File: src/hdl/bounded_sorted_list_defines.svh
// ----------------------------------------------------------------------------
// bounded sorted list assertion macros
// shared assertion forms, sampled on clock and muted while reset is high
// ----------------------------------------------------------------------------
`ifndef BOUNDED_SORTED_LIST_DEFINES_SVH
`define BOUNDED_SORTED_LIST_DEFINES_SVH

// consequent must hold in the same cycle
`define BSL_ASSERT_NOW(lbl, ante, cons) \
   lbl: assert property (@(posedge clock) disable iff (reset) (ante) |-> (cons)) \
      else $error("assertion failed");

// consequent must hold in the following cycle
`define BSL_ASSERT_NEXT(lbl, ante, cons) \
   lbl: assert property (@(posedge clock) disable iff (reset) (ante) |=> (cons)) \
      else $error("assertion failed");

`endif

File: src/hdl/bsl_pkg.sv
// ----------------------------------------------------------------------------
// bsl_pkg
// shared constants and codes of the bounded sorted list
// ----------------------------------------------------------------------------
package bsl_pkg;

   // build defaults
   localparam int DEPTH_DEF     = 64;
   localparam int ID_BITS_DEF   = 32;
   localparam int SIZE_BITS_DEF = 40;

   // fixed field widths
   localparam int ID_W      = 32;
   localparam int TIME_W    = 64;
   localparam int SIZE_W    = 40;
   localparam int TOTAL_W   = 46;
   localparam int POS_W     = 6;
   localparam int CAP_W     = 7;
   localparam int COUNT_W   = 7;
   localparam int STATUS_W  = 3;

   localparam logic [CAP_W-1:0]   CAP_RESET = 7'd64;
   localparam logic [TOTAL_W-1:0] TOTAL_MAX = '1;

   // operation codes
   localparam logic ACT_ADD    = 1'b0;
   localparam logic ACT_REMOVE = 1'b1;

   typedef enum logic [STATUS_W-1:0] {
      ST_OK        = 3'd0,
      ST_DROP      = 3'd1,
      ST_NOT_FOUND = 3'd2,
      ST_EMPTY     = 3'd3,
      ST_UNDERFLOW = 3'd4
   } status_type;

endpackage

File: src/hdl/bsl_ram.sv
// ----------------------------------------------------------------------------
// bsl_ram
// entry store, one write port and one registered read port
// ----------------------------------------------------------------------------
module bsl_ram #(
   parameter int DEPTH = bsl_pkg::DEPTH_DEF,
   parameter int WIDTH = 8
) (
   input  logic                     clock,
   input  logic                     wr_en,
   input  logic [$clog2(DEPTH)-1:0] wr_addr,
   input  logic [WIDTH-1:0]         wr_data,
   input  logic                     rd_en,
   input  logic [$clog2(DEPTH)-1:0] rd_addr,
   output logic [WIDTH-1:0]         rd_data
);
   import bsl_pkg::*;

   logic [WIDTH-1:0] mem [DEPTH];
   logic [WIDTH-1:0] rd_data_ff;

   always_ff @(posedge clock) begin
      if (wr_en) begin
         mem[wr_addr] <= wr_data;
      end
      if (rd_en) begin
         rd_data_ff <= mem[rd_addr];
      end
   end

   assign rd_data = rd_data_ff;

endmodule

File: config.mk
export PLATFORM = sky130hd
export DESIGN_NAME = bsl_ram
export DESIGN_NICKNAME = d
export VERILOG_FILES = /design/src/hdl/bounded_sorted_list_defines.svh /design/src/hdl/bsl_pkg.sv /design/src/hdl/bsl_ram.sv
export SDC_FILE = /design/constraint.sdc
export NUM_CORES = 1
export LEC_CHECK = 0
export BUFFER_PORTS_ARGS = -buffer_cell sky130_fd_sc_hd__buf_2
export CORE_MARGIN = 2
export CORE_UTILIZATION = 50
export CTS_CLUSTER_DIAMETER = 40
export DETAILED_ROUTE_END_ITERATION = 16
export PLACE_DENSITY = 0.75
export SETUP_SLACK_MARGIN = 0.15
export SYNTH_ARGS = -nofsm -noshare
export SYNTH_HDL_FRONTEND = slang
export SYNTH_SLANG_ARGS = --single-unit
File: constraint.sdc
create_clock -name clock -period 2.4 [get_ports clock]
set_input_delay 0.24 -clock clock [delete_from_list [all_inputs] [get_ports clock]]
set_output_delay 0.24 -clock clock [all_outputs]
set_load 0.01 [all_outputs]
==> impl_metrics.py <==
metrics = {
    "sta": {
        "max_freq_mhz": 458,
        "fin_worst_skew_ns": 0.0183,
        "post-route-period-util": 0.909,
        "finalCriticalPeriod_ns": 2.18,
        "finalSetupViolCount": 0,
        "worst_pin_slew_ns": 1.00,
        "slew_headroom": 0.332,
        "timing.final.ws_setup_ns": 0.218,
        "drv_slew": 0,
        "rsz0062_at_grt": "no",
        "hold_violations": 0,
    },
    "worst_setup_path": {
        "cp_num_buf_inv": 0,
        "crit_path_max_incr_delay_ns": 0.47,
        "critical_path.top_delay_family": "multiplexers",
        "slowest_stage": "mux4_2",
        "path_max_fanout": 1,
        "critPathCaptureType": "register",
        "start_kind": "register",
        "worst-path-stages": 5,
        "rr_worst_depth": 5,
        "cp.required_ns": 2.72,
        "worstPathArrival_ns": 2.50,
        "critical_path_class": "register to register",
        "crit_chain": "mux4_2, mux2_2, o221a_2, nor3_1, o32ai_1",
    },
    "clock_network": {
        "htreeDepth": 2,
        "clock-sinks": 520,
        "cts_buffers": 59,
        "cts_resized": 0,
        "cts-root-buf": "clkbuf_16",
        "clock_latency_ns": 0.59,
        "post-cts-setup-buffers": 0,
        "ctsHoldBuffers": 0,
        "tritoncts": "yes",
        "clk_pin_slew_ns": 0.06,
        "clk_path_buf_depth": 3,
    },
    "hold_path": {
        "hold_class": "primary input to register",
        "holdPathStages": 1,
    },
    "synth": {
        "synth_nets": 963,
        "async_reset_ff_frac": 0,
        "syn-mean-instance-area_um2": 21.5,
        "synth_edf_count": 520,
        "ys_seq_elements": 520,
        "synth_flop_cell": "edfxtp_1",
        "syn_area_um2": 20200,
        "synthCells": 940,
        "yosysWarnings": 0,
        "synth_cell_type_count": 39,
        "synth-seq-area-share": 0.771,
    },
    "die": {
        "std_cell_rows": 73,
        "io_pins": 31,
        "fp.dieArea_um2": 42100,
        "fp.dieH_um": 205,
        "core-area_um2": 39800,
        "start_util": 0.508,
        "die-width_um": 205,
    },
    "layout": {
        "final_common_cell": "edfxtp_1",
        "regArea_um2": 15600,
        "nets": 1130,
        "num-fill-cells": 2787,
        "area_delta_synth_final_pct": 17.5,
        "multiInputGateArea_um2": 4320,
        "utilization": 0.598,
        "final_layout_size_suffix_gt1_frac": 0.338,
        "final_cell_mix": "520 x edfxtp_1, 126 x mux4_2, 115 x buf_4",
    },
    "route": {
        "drtAntennaViolNets": 0,
        "dr.pass1.iters": 7,
        "drc": 0,
        "drt-total-wl_mm": 44.7,
        "drt_iter0_markers": 1049,
        "wire_per_inst_um": 26.6,
        "vias_per_cell": 6.03,
        "vias": 10137,
    },
    "global_route": {
        "grt_pass1_vias": 10473,
        "grt_max_degree": 65,
        "grt_pass1_wl_mm": 67.6,
        "antenna_found_initial": 1,
        "grt_overflow_total": 0,
        "gr-usage-all-layers": 0.222,
    },
    "power_and_ir_drop": {
        "power_switching_uw": 4250,
        "worst_ir_drop_vdd_v": 0.000544,
        "swShare": 0.215,
        "clkPwrFrac": 0.440,
        "p_per_area_nw_per_um2": 832,
        "power_frac_comb": 0.050,
        "power.internal_uw": 15600,
        "pwr-share-seq": 0.510,
        "p_leak_uw": 0.00773,
    },
    "place": {
        "routabilityCongestion": 0.873,
        "dpl.hpwl_mm": 28.0,
        "io_buffer_count": 30,
        "dp_slack_ns": -0.0190,
    },
    "outcome": {
        "status": "complete, no violations",
    },
    "job": {
        "maxCapViolCount": 0,
    },
}
==> cell type report <==
| class | count | share of cell area |
|---|---|---|
| Multi-Input combinational cell | 369 | 0.181 |
| Clock inverter | 40 | 0.0161 |
| Tap cell | 525 | 0.0276 |
| Sequential cell | 520 | 0.656 |
| Antenna cell | 1 | 0.000105 |
| Timing Repair Buffer | 157 | 0.0543 |
| Clock buffer | 68 | 0.0644 |
==> path summary, 6_finish.rpt <==
kind | slack (ns) | to | startpoint
worst max-delay path | 0.22 | rd_data[4]$_DFFE_PP_ | mem[24][4]$_DFFE_PP_
worst min-delay path | 0.03 | rd_data[1]$_DFFE_PP_ | rd_en
worst max register to register | 0.22 | rd_data[4]$_DFFE_PP_ | mem[24][4]$_DFFE_PP_
worst min register to register | 0.94 | rd_data[4]$_DFFE_PP_ | mem[26][4]$_DFFE_PP_
==> metrics by stage <==
stage	cells	TNS [ns]	hold WS, ns	area [µm²]	power (µW)
finish	1680	0	0.0326	23800	19800
global route	1680	0	0.0206	23800	20300
CTS	1679	0	0.00619	23800	19900
detailed placement	1571	-0.0344	0.624	21900	11300
global placement	1571	-0.0208	0.622	21900	11300
floorplan	940	0	0.339	20200	10800
==> layer usage <==
layer  up-vias  track usage  wire length [µm]
met5         -            0                 0
li1       4281            -                 -
met4         0       0.0743              1300
met2       478        0.364             22400
met1      5297        0.303             17400
met3        81       0.0434              3670
==> kinds of logic after synthesis <==
group / Yosys count / synth area share
muxes: 162 / 0.159
AOI/OAI and AO/OA: 54 / 0.0206
and+or+nand+nor: 153 / 0.0337
DFF: 520 / 0.771
buffers and inverters: 51 / 0.0156
==> synthesized netlist by cell type, drive strengths merged (8+ instances only) <==
cell type  instances  area (µm²)
nand2             19        71.3
nor2b             14        87.6
o22ai              8        50.1
edfxtp           520       15600
o221ai             8        70.1
nor2              83         312
mux4             126        2840
buf               34         253
clkbuf            17        63.8
nand3             13        65.1
mux2i             23         230
mux2              13         146
==> sequential cells by signal, summed over array words and instances (netlist names) <==
name and count:
mem 512, rd_data 8
==> power groups by stage <==
stage	registers [µW]	logic, µW	clock network, µW
detailed placement	10300	991	0
global route	10100	1060	9180
CTS	10100	1000	8800
finish	10100	999	8710
floorplan	10300	536	0
global placement	10300	968	0
Power figures use the tool's default switching activity.
